--- src/hdl/sfr_pkg.sv ---
// sfr_pkg: shared constants, types and helpers for the stream find-and-replace block
// no dependencies
`default_nettype none

package sfr_pkg;

   localparam int MAX_PATTERN = 8;
   localparam int BYTE_W      = 8;
   localparam int LEN_W       = 4;
   localparam int WORD_W      = MAX_PATTERN * BYTE_W;
   localparam int CNT_W       = $clog2(MAX_PATTERN + 1);
   localparam int IDX_W       = $clog2(MAX_PATTERN);

   // register map of the csr channel
   typedef enum logic [1:0] {
      CSR_PATTERN_BYTES      = 2'd0,
      CSR_PATTERN_LENGTH     = 2'd1,
      CSR_REPLACEMENT_BYTES  = 2'd2,
      CSR_REPLACEMENT_LENGTH = 2'd3
   } csr_index_type;

   typedef logic [BYTE_W-1:0] byte_type;
   typedef logic [CNT_W-1:0]  count_type;

   // lengths above the window depth act as a full window
   function automatic count_type clamp_len(input logic [LEN_W-1:0] v);
      count_type r;
      if (v > LEN_W'(MAX_PATTERN)) begin
         r = CNT_W'(MAX_PATTERN);
      end else begin
         r = CNT_W'(v);
      end
      return r;
   endfunction

endpackage

`default_nettype wire

--- src/hdl/sfr_ifs.sv ---
// sfr_ifs: valid/ready channel interfaces for request, response and csr transactions
// depends on sfr_pkg
`default_nettype none

interface sfr_req_if;
   import sfr_pkg::*;
   logic     valid;
   logic     ready;
   byte_type in_char;
   logic     in_last;
   modport source (output valid, output in_char, output in_last, input ready);
   modport sink   (input valid, input in_char, input in_last, output ready);
endinterface

interface sfr_rsp_if;
   import sfr_pkg::*;
   logic     valid;
   logic     ready;
   byte_type out_char;
   logic     char_valid;
   logic     out_last;
   logic     any_replaced;
   modport source (output valid, output out_char, output char_valid, output out_last,
                   output any_replaced, input ready);
   modport sink   (input valid, input out_char, input char_valid, input out_last,
                   input any_replaced, output ready);
endinterface

interface sfr_csr_if;
   import sfr_pkg::*;
   logic                valid;
   logic                ready;
   csr_index_type       index;
   logic [WORD_W-1:0]   data;
   modport source (output valid, output index, output data, input ready);
   modport sink   (input valid, input index, input data, output ready);
endinterface

`default_nettype wire

--- src/hdl/stream_find_replace_all.sv ---
// stream_find_replace_all: a request transaction passes the input register, then the response buffer
// one request per cycle while each byte yields at most one output byte and the response side
// is ready; a byte that yields n output bytes (replacement or end-of-string flush, n <= 8) holds
// the next request until the one-byte-per-cycle response buffer is down to its last entry
// reset: synchronous, active high; clears the registers, window fill, replaced flag
// and both buffers, nothing else needs a pass after reset
`default_nettype none

module stream_find_replace_all (
   input  wire logic  clock,
   input  wire logic  reset,
   sfr_req_if.sink    req_ch,
   sfr_rsp_if.source  rsp_ch,
   sfr_csr_if.sink    csr_ch
);
   import sfr_pkg::*;

   // configuration registers
   logic [WORD_W-1:0] pat_bytes_ff;
   logic [LEN_W-1:0]  pat_len_ff;
   logic [WORD_W-1:0] rep_bytes_ff;
   logic [LEN_W-1:0]  rep_len_ff;

   // input register (one request transaction held here)
   logic              in_valid_ff;
   byte_type          in_char_ff;
   logic              in_last_ff;

   // match window state
   byte_type          win_ff [MAX_PATTERN];
   count_type         fill_ff;
   logic              flag_ff;

   // response buffer, drained one byte per cycle from entry 0 while the response side is ready
   byte_type          buf_ff [MAX_PATTERN];
   count_type         cnt_ff;
   logic              last_ff;
   logic              rep_ff;
   logic              cv_ff;

   // combinational results for the held byte
   count_type         plen;
   count_type         blen;
   count_type         f0;
   count_type         f1;
   logic              full;
   logic              hit;
   logic              marker;
   logic              done_rep;
   byte_type          win_w    [MAX_PATTERN];
   byte_type          win_in   [MAX_PATTERN];
   byte_type          list_w   [MAX_PATTERN];
   count_type         n_out;
   count_type         fill_in;
   logic              flag_in;

   logic              move;
   logic              pop;

   assign pop  = rsp_ch.valid && rsp_ch.ready;
   // held byte moves on once the buffer is empty or giving up its last entry
   assign move = in_valid_ff && ((cnt_ff == '0) || ((cnt_ff == count_type'(1)) && rsp_ch.ready));

   assign req_ch.ready = !in_valid_ff || move;
   assign csr_ch.ready = 1'b1;

   assign rsp_ch.valid        = (cnt_ff != '0);
   assign rsp_ch.out_char     = buf_ff[0];
   assign rsp_ch.char_valid   = cv_ff;
   assign rsp_ch.out_last     = last_ff && (cnt_ff == count_type'(1));
   assign rsp_ch.any_replaced = rep_ff && (cnt_ff == count_type'(1));

   // window compare and result list, all in one pass
   always_comb begin
      plen = clamp_len(pat_len_ff);
      blen = clamp_len(rep_len_ff);
      f0   = (fill_ff >= plen) ? '0 : fill_ff;
      f1   = f0 + count_type'(1);

      // new byte lands at the current fill position
      for (int i = 0; i < MAX_PATTERN; i++) begin
         win_w[i] = win_ff[i];
         if (f0[IDX_W-1:0] == IDX_W'(i)) begin
            win_w[i] = in_char_ff;
         end
      end

      full = (plen != '0) && (f1 == plen);
      hit  = full;
      for (int i = 0; i < MAX_PATTERN; i++) begin
         if ((CNT_W'(i) < plen) && (win_w[i] != pat_bytes_ff[i*BYTE_W +: BYTE_W])) begin
            hit = 1'b0;
         end
      end

      for (int i = 0; i < MAX_PATTERN; i++) begin
         list_w[i] = win_w[i];
         win_in[i] = win_w[i];
      end
      n_out   = '0;
      fill_in = f1;
      flag_in = flag_ff;

      if (plen == '0) begin
         // pass through, window untouched
         list_w[0] = in_char_ff;
         n_out     = count_type'(1);
         fill_in   = fill_ff;
         for (int i = 0; i < MAX_PATTERN; i++) begin
            win_in[i] = win_ff[i];
         end
      end else if (hit) begin
         // full match: emit the replacement text
         for (int i = 0; i < MAX_PATTERN; i++) begin
            list_w[i] = rep_bytes_ff[i*BYTE_W +: BYTE_W];
         end
         n_out   = blen;
         fill_in = '0;
         flag_in = 1'b1;
      end else if (full) begin
         // mismatch on a full window: oldest byte leaves, the rest slide down (all leave at end of string)
         n_out = in_last_ff ? plen : count_type'(1);
         for (int i = 0; i < MAX_PATTERN - 1; i++) begin
            win_in[i] = win_w[i+1];
         end
         fill_in = plen - count_type'(1);
      end else begin
         // window still filling; end of string flushes it
         n_out = in_last_ff ? f1 : '0;
      end

      // empty output on the final byte becomes a bare end marker
      marker = in_last_ff && (n_out == '0);
      if (marker) begin
         n_out     = count_type'(1);
         list_w[0] = '0;
      end

      done_rep = flag_in;
      if (in_last_ff) begin
         fill_in = '0;
         flag_in = 1'b0;
      end
   end

   // control state
   always_ff @(posedge clock) begin
      if (reset) begin
         pat_bytes_ff <= '0;
         pat_len_ff   <= '0;
         rep_bytes_ff <= '0;
         rep_len_ff   <= '0;
         in_valid_ff  <= 1'b0;
         fill_ff      <= '0;
         flag_ff      <= 1'b0;
         cnt_ff       <= '0;
      end else begin
         if (req_ch.valid && req_ch.ready) begin
            in_valid_ff <= 1'b1;
         end else if (move) begin
            in_valid_ff <= 1'b0;
         end

         if (move) begin
            fill_ff <= fill_in;
            flag_ff <= flag_in;
            cnt_ff  <= n_out;
         end else if (pop) begin
            cnt_ff  <= cnt_ff - count_type'(1);
         end

         // the user must write the csr only while idle; the block itself does not enforce it
         if (csr_ch.valid && csr_ch.ready) begin
            unique case (csr_ch.index)
               CSR_PATTERN_BYTES: begin
                  pat_bytes_ff <= csr_ch.data;
               end
               CSR_PATTERN_LENGTH: begin
                  pat_len_ff <= csr_ch.data[LEN_W-1:0];
                  fill_ff    <= '0;  // pending window bytes are dropped
               end
               CSR_REPLACEMENT_BYTES: begin
                  rep_bytes_ff <= csr_ch.data;
               end
               CSR_REPLACEMENT_LENGTH: begin
                  rep_len_ff <= csr_ch.data[LEN_W-1:0];
               end
            endcase
         end
      end
   end

   // payload registers
   always_ff @(posedge clock) begin
      if (req_ch.valid && req_ch.ready) begin
         in_char_ff <= req_ch.in_char;
         in_last_ff <= req_ch.in_last;
      end

      if (move) begin
         for (int i = 0; i < MAX_PATTERN; i++) begin
            win_ff[i] <= win_in[i];
            buf_ff[i] <= list_w[i];
         end
         last_ff <= in_last_ff;
         rep_ff  <= in_last_ff && done_rep;
         cv_ff   <= !marker;
      end else if (pop) begin
         for (int i = 0; i < MAX_PATTERN - 1; i++) begin
            buf_ff[i] <= buf_ff[i+1];
         end
      end
   end

`ifndef NO_ASSERTIONS
   // end-of-string flags only ride on the final buffered byte
   a_last_final: assert property (@(posedge clock) disable iff (reset)
      (rsp_ch.valid && rsp_ch.out_last) |-> (cnt_ff == count_type'(1)))
      else $error("out_last shown before the final buffered byte");

   // a bare end marker is always the final response and carries no character
   a_marker: assert property (@(posedge clock) disable iff (reset)
      (rsp_ch.valid && !rsp_ch.char_valid) |-> (rsp_ch.out_last && (rsp_ch.out_char == '0)))
      else $error("end marker without out_last or with a character");

   // the window never holds a whole pattern between bytes
   a_fill_bound: assert property (@(posedge clock) disable iff (reset)
      (plen != '0) |-> (fill_ff < plen))
      else $error("window fill reached the pattern length");

   // the held byte is never overwritten before it moves on
   a_no_overrun: assert property (@(posedge clock) disable iff (reset)
      (in_valid_ff && !move) |-> !req_ch.ready)
      else $error("input register accepts while still occupied");
`endif

endmodule

`default_nettype wire

--- src/flat_wrapper.sv ---
// flat-port wrapper written by rule: the top's interface ports become plain ports
module stream_find_replace_all_flat import sfr_pkg::*;
  (clock, reset, req_ch_valid, req_ch_in_char, req_ch_in_last, req_ch_ready, rsp_ch_valid, rsp_ch_out_char, rsp_ch_char_valid, rsp_ch_out_last, rsp_ch_any_replaced, rsp_ch_ready, csr_ch_valid, csr_ch_index, csr_ch_data, csr_ch_ready);
  sfr_req_if req_ch_i ();
  sfr_rsp_if rsp_ch_i ();
  sfr_csr_if csr_ch_i ();
  input  wire logic clock;
  input  wire logic reset;
  input wire logic [$bits(req_ch_i.valid)-1:0] req_ch_valid;
  input wire logic [$bits(req_ch_i.in_char)-1:0] req_ch_in_char;
  input wire logic [$bits(req_ch_i.in_last)-1:0] req_ch_in_last;
  output wire logic [$bits(req_ch_i.ready)-1:0] req_ch_ready;
  output wire logic [$bits(rsp_ch_i.valid)-1:0] rsp_ch_valid;
  output wire logic [$bits(rsp_ch_i.out_char)-1:0] rsp_ch_out_char;
  output wire logic [$bits(rsp_ch_i.char_valid)-1:0] rsp_ch_char_valid;
  output wire logic [$bits(rsp_ch_i.out_last)-1:0] rsp_ch_out_last;
  output wire logic [$bits(rsp_ch_i.any_replaced)-1:0] rsp_ch_any_replaced;
  input wire logic [$bits(rsp_ch_i.ready)-1:0] rsp_ch_ready;
  input wire logic [$bits(csr_ch_i.valid)-1:0] csr_ch_valid;
  input wire logic [$bits(csr_ch_i.index)-1:0] csr_ch_index;
  input wire logic [$bits(csr_ch_i.data)-1:0] csr_ch_data;
  output wire logic [$bits(csr_ch_i.ready)-1:0] csr_ch_ready;
  assign req_ch_i.valid = req_ch_valid;
  assign req_ch_i.in_char = req_ch_in_char;
  assign req_ch_i.in_last = req_ch_in_last;
  assign req_ch_ready = req_ch_i.ready;
  assign rsp_ch_valid = rsp_ch_i.valid;
  assign rsp_ch_out_char = rsp_ch_i.out_char;
  assign rsp_ch_char_valid = rsp_ch_i.char_valid;
  assign rsp_ch_out_last = rsp_ch_i.out_last;
  assign rsp_ch_any_replaced = rsp_ch_i.any_replaced;
  assign rsp_ch_i.ready = rsp_ch_ready;
  assign csr_ch_i.valid = csr_ch_valid;
  assign csr_ch_i.index = csr_ch_index;
  assign csr_ch_i.data = csr_ch_data;
  assign csr_ch_ready = csr_ch_i.ready;
  stream_find_replace_all u_core (.clock(clock), .reset(reset), .req_ch(req_ch_i), .rsp_ch(rsp_ch_i), .csr_ch(csr_ch_i));
endmodule
--- config.mk ---
export PLATFORM = sky130hd
export DESIGN_NAME = stream_find_replace_all_flat
export DESIGN_NICKNAME = d
export VERILOG_FILES = /design/src/hdl/sfr_pkg.sv /design/src/hdl/sfr_ifs.sv /design/src/hdl/stream_find_replace_all.sv /design/src/flat_wrapper.sv
export SDC_FILE = /design/constraint.sdc
export NUM_CORES = 1
export LEC_CHECK = 0
export ABC_AREA = 1
export BUFFER_PORTS_ARGS = -buffer_cell sky130_fd_sc_hd__buf_2
export CAP_MARGIN = 20
export CELL_PAD_IN_SITES_DETAIL_PLACEMENT = 0
export CELL_PAD_IN_SITES_GLOBAL_PLACEMENT = 2
export CORE_MARGIN = 1
export CORE_UTILIZATION = 30
export CTS_CLUSTER_DIAMETER = 50
export DETAILED_ROUTE_END_ITERATION = 10
export GPL_ROUTABILITY_DRIVEN = 0
export PLACE_DENSITY = 0.68
export SLEW_MARGIN = 20
export SYNTH_ARGS = -nofsm -noshare
export SYNTH_HDL_FRONTEND = slang
export SYNTH_SLANG_ARGS = --single-unit
--- constraint.sdc ---
create_clock -name clock -period 6.75 [get_ports clock]
set_input_delay 0.3375 -clock clock [delete_from_list [all_inputs] [get_ports clock]]
set_output_delay 0.3375 -clock clock [all_outputs]
set_load 0.005 [all_outputs]
==> impl_metrics.prom <==
# TYPE chip_impl_metric gauge
chip_impl_info{name="unrepaired_setup_endpoints_after_global_routing",value="false"} 1
chip_impl_metric{name="cp.required",unit="ns"} 7.25
chip_impl_metric{name="fill_cells",unit=""} 5163
chip_impl_metric{name="worst_skew_pair.late_latency",unit="ns"} 0.57
chip_impl_metric{name="dp.cells",unit=""} 2552
chip_impl_info{name="critPathSlowestCell",value="ha_1"} 1
chip_impl_metric{name="synth_seq_cells",unit=""} 286
chip_impl_metric{name="finalClockSkew",unit="ns"} 0.0197
chip_impl_metric{name="totalNegativeSetupSlack",unit="ns"} 0
chip_impl_metric{name="rr_worst_depth",unit=""} 31
chip_impl_metric{name="finalMaxSlewViolations",unit=""} 0
chip_impl_info{name="synth_top_area_cell",value="edfxtp_1"} 1
chip_impl_metric{name="grt_pass1_wl",unit="µm"} 75700
chip_impl_metric{name="finish.instance_area",unit="µm²"} 17100
chip_impl_metric{name="synth_warnings",unit=""} 0
chip_impl_metric{name="clock_buffer_count_from_cts",unit=""} 44
chip_impl_metric{name="power.static_leakage",unit="µW"} 0.00722
chip_impl_metric{name="power.ir.vdd_worst",unit="V"} 0.000176
chip_impl_metric{name="iteration_0_drc_markers",unit=""} 641
chip_impl_metric{name="hold_ws",unit="ns"} 0.0265
chip_impl_metric{name="cp_num_buf_inv",unit=""} 5
chip_impl_metric{name="cp_slowest_stage_delay",unit="ns"} 0.63
chip_impl_metric{name="area_growth_syn_to_layout",unit="%"} 17.3
chip_impl_metric{name="floorplan.die.width",unit="µm"} 223
chip_impl_info{name="tritoncts_clock_tree",value="built"} 1
chip_impl_metric{name="clk_path_buf_depth",unit=""} 3
chip_impl_metric{name="number_of_antenna_violations_at_the_first_check_in_global_routing",unit=""} 0
chip_impl_metric{name="max_freq",unit="MHz"} 172
chip_impl_info{name="kind_of_cell_adding_the_most_delay_to_the_critical_path",value="simple AND/OR/NAND/NOR gates"} 1
chip_impl_metric{name="min_period_over_period",unit="%"} 86.2
chip_impl_metric{name="finalHoldViolCount",unit=""} 0
chip_impl_metric{name="sum_of_internal_switching_and_leakage_power",unit="µW"} 5920
chip_impl_metric{name="clock_sink_count",unit=""} 286
chip_impl_metric{name="worst_setup_hold_path_clk_slew",unit="ns"} 0.06
chip_impl_info{name="dominant_synthesized_flop_cell",value="dfxtp_1"} 1
chip_impl_metric{name="placement.cell_area",unit="µm²"} 15500
chip_impl_metric{name="final-setup-viol-count",unit=""} 0
chip_impl_metric{name="num_io_pins",unit=""} 94
chip_impl_metric{name="overflow_after_grt",unit=""} 0
chip_impl_metric{name="final_layout_size_suffix_gt1_share",unit="%"} 11.0
chip_impl_metric{name="register_area",unit="µm²"} 7130
chip_impl_metric{name="synth.cell_area",unit="µm²"} 14600
chip_impl_metric{name="switching_power",unit="µW"} 1900
chip_impl_metric{name="route.detailed.vias_per_inst",unit=""} 4.73
chip_impl_metric{name="share_seq_of_total_power",unit="%"} 40.8
chip_impl_metric{name="grt_start_max_net_pins",unit=""} 85
chip_impl_metric{name="remaining_drc_errors",unit=""} 0
chip_impl_metric{name="final_cell_count_no_fill",unit=""} 2644
chip_impl_metric{name="synth-edff-count",unit=""} 140
chip_impl_metric{name="worst-slew-pin-transition",unit="ns"} 0.954
chip_impl_info{name="critPathMostFrequentCell",value="nand2_1"} 1
chip_impl_info{name="worstSetupStartpointType",value="flop"} 1
chip_impl_metric{name="place.port_buffers",unit=""} 92
chip_impl_metric{name="post_cts.repair.setup_buffers",unit=""} 0
chip_impl_info{name="mostFrequentLayoutCell",value="nand2_1"} 1
chip_impl_metric{name="yosysSeqAreaShare",unit="%"} 48.9
chip_impl_metric{name="power.internal",unit="µW"} 4020
chip_impl_metric{name="cp.arrival",unit="ns"} 6.32
chip_impl_metric{name="pwr_density_cell",unit="nW/µm²"} 346
chip_impl_info{name="run_status",value="finished clean"} 1
chip_impl_metric{name="cells_resized_by_post_cts_repair",unit=""} 0
chip_impl_metric{name="path_depth",unit=""} 31
chip_impl_metric{name="core_area",unit="µm²"} 47800
chip_impl_metric{name="detail-route-antenna-nets",unit=""} 0
chip_impl_metric{name="dieArea",unit="µm²"} 49500
chip_impl_metric{name="grt_pass1_vias",unit=""} 12000
chip_impl_metric{name="sw_frac_of_total",unit="%"} 32.1
chip_impl_metric{name="cts-htree-levels",unit=""} 2
chip_impl_info{name="criticalPathCategory",value="flop to flop"} 1
chip_impl_metric{name="fp-row-count",unit=""} 80
chip_impl_metric{name="wl_per_instance",unit="µm"} 18.9
chip_impl_metric{name="postSynthAreaPerCell",unit="µm²"} 7.55
chip_impl_metric{name="timing.max_cap.violations",unit=""} 0
chip_impl_metric{name="route.final.wire_length",unit="µm"} 50100
chip_impl_metric{name="detail_placement_hpwl",unit="µm"} 35000
chip_impl_info{name="cell_types_occupying_the_most_area_after_synthesis",value="edfxtp_1 (29%), dfxtp_1 (20%), nand2_1 (14%)"} 1
chip_impl_metric{name="syn-instance-count",unit=""} 1931
chip_impl_metric{name="grt_use_total",unit="%"} 20.2
chip_impl_info{name="clock-root-buffer",value="clkbuf_16"} 1
chip_impl_metric{name="slew_headroom",unit="%"} 36.4
chip_impl_metric{name="initial_utilization",unit="%"} 30.5
chip_impl_metric{name="comb_power_share",unit="%"} 20.7
chip_impl_metric{name="antenna-diode-count",unit=""} 0
chip_impl_info{name="final_cell_mix",value="nand2_1 (526), o21ai_0 (254), inv_1 (239)"} 1
chip_impl_metric{name="power.clock.fraction",unit="%"} 38.5
chip_impl_metric{name="hold_depth",unit=""} 3
chip_impl_metric{name="layout_min_cycle_time",unit="ns"} 5.82
chip_impl_metric{name="crit_fanout",unit=""} 37
chip_impl_metric{name="fp.dieH",unit="µm"} 223
chip_impl_metric{name="netlist-cell-type-count",unit=""} 40
chip_impl_metric{name="synth_top_area_share",unit="%"} 28.8
chip_impl_metric{name="synthesis.nets",unit=""} 2028
chip_impl_metric{name="postSynth.asyncResetShare",unit="%"} 0
chip_impl_metric{name="multi_input_area",unit="µm²"} 6060
chip_impl_metric{name="route.vias.total",unit=""} 12500
chip_impl_metric{name="first_pass_iters",unit=""} 7
chip_impl_metric{name="post_layout_nets",unit=""} 2092
chip_impl_info{name="timing.hold.worst.class",value="primary input to flop"} 1
chip_impl_info{name="worst_setup_path_end_kind",value="flop"} 1
## worst reg2reg max path, delay by kind of cell, from the launching register on
kind / cells / cell delay, ns
adder cells (fa/ha/maj): 2 / 0.89
AO/OA/AOI/OAI: 2 / 0.33
flip-flops: 1 / 0.31
AND/OR/NAND/NOR: 22 / 3.51
buffers and inverters: 5 / 0.71
## Yosys cell counts, types with 7 or more instances
cell type / instances
nand2_1: 527
o21ai_0: 254
inv_1: 242
dfxtp_1: 146
a21oi_1: 141
edfxtp_1: 140
nor2_1: 118
nand3_1: 83
clkbuf_1: 68
o21ai_1: 66
buf_2: 17
ha_1: 17
nand2_2: 14
buf_4: 13
nand3b_1: 13
o2111ai_1: 9
o211ai_1: 9
inv_2: 8
nand4_1: 7
## worst paths after layout
path | startpoint | to | slack [ns]
max | u_core.pat_len_ff[0]$_SDFFE_PP0P_ | u_core.fill_ff[3]$_SDFF_PP0_ | 0.93
max reg2reg | u_core.pat_len_ff[0]$_SDFFE_PP0P_ | u_core.fill_ff[3]$_SDFF_PP0_ | 0.93
min reg2reg | u_core.rep_bytes_ff[37]$_SDFFE_PP0P_ | u_core.rep_bytes_ff[37]$_SDFFE_PP0P_ | 0.44
min | csr_ch_data[8] | u_core.pat_bytes_ff[8]$_SDFFE_PP0P_ | 0.03
## power by group through the flow
stage,registers [µW],logic [µW],clock network (µW)
5_1_grt,2450,1370,2400
3_5_place_dp,2450,1250,0
3_3_place_gp,2450,1240,0
4_1_cts,2420,1260,2340
6_report,2420,1230,2280
2_1_floorplan,2380,793,0
## flip-flops by register name, summed over array words and instances (netlist names), 4 cells and up
name / count
u_core.pat_bytes_ff: 64
u_core.rep_len_ff: 4
u_core.rep_bytes_ff: 64
u_core.fill_ff: 4
u_core.win_ff: 64
u_core.buf_ff: 64
u_core.cnt_ff: 4
u_core.pat_len_ff: 4
u_core.in_char_ff: 8
## cells by family (layout without fill, tap and decap cells)
kind of cell	after synthesis	in the layout	synth area share, %
compound gates	488	488	17.4
xor+xnor	5	5	0.300
fa+ha+maj	17	17	1.46
buf+inv	357	455	9.84
flops	286	286	48.9
other cells	1	1	0.0257
simple gates	777	777	22.1
## layout make-up
type	count	area share, %
clock inverters	19	1.23
multi-input cells	1288	35.5
inverters	252	5.55
repair buffers	123	4.30
flip-flops and latches	286	41.7
well taps	615	4.50
clock buffers	61	7.29
## per-stage QoR
stage / setup slack [ns] / utilization (%)
after floorplan: 1.35 / -
after global placement: 0.916 / 32.4
after detailed placement: 0.826 / 32.4
after CTS: 0.803 / 35.7
after global routing: 0.295 / 35.7
final: 0.932 / 35.7
## metal layers
metal | wire length, µm | vias to the layer above | share of wire (%) | global-route usage [%]
li1 | - | 6447 | - | -
met1 | 23700 | 5763 | 47 | 27.4
met2 | 23800 | 237 | 47 | 34.1
met3 | 1680 | 53 | 3.4 | 2.39
met4 | 904 | 0 | 1.8 | 5.32
met5 | 0 | - | 0 | 0
## timing repair
action / 4_1_cts / 5_1_grt
hold endpoints to repair: 12 / 0
hold buffers: 12 / 0
setup endpoints to repair: 0 / 0
Power figures use the tool's default switching activity.
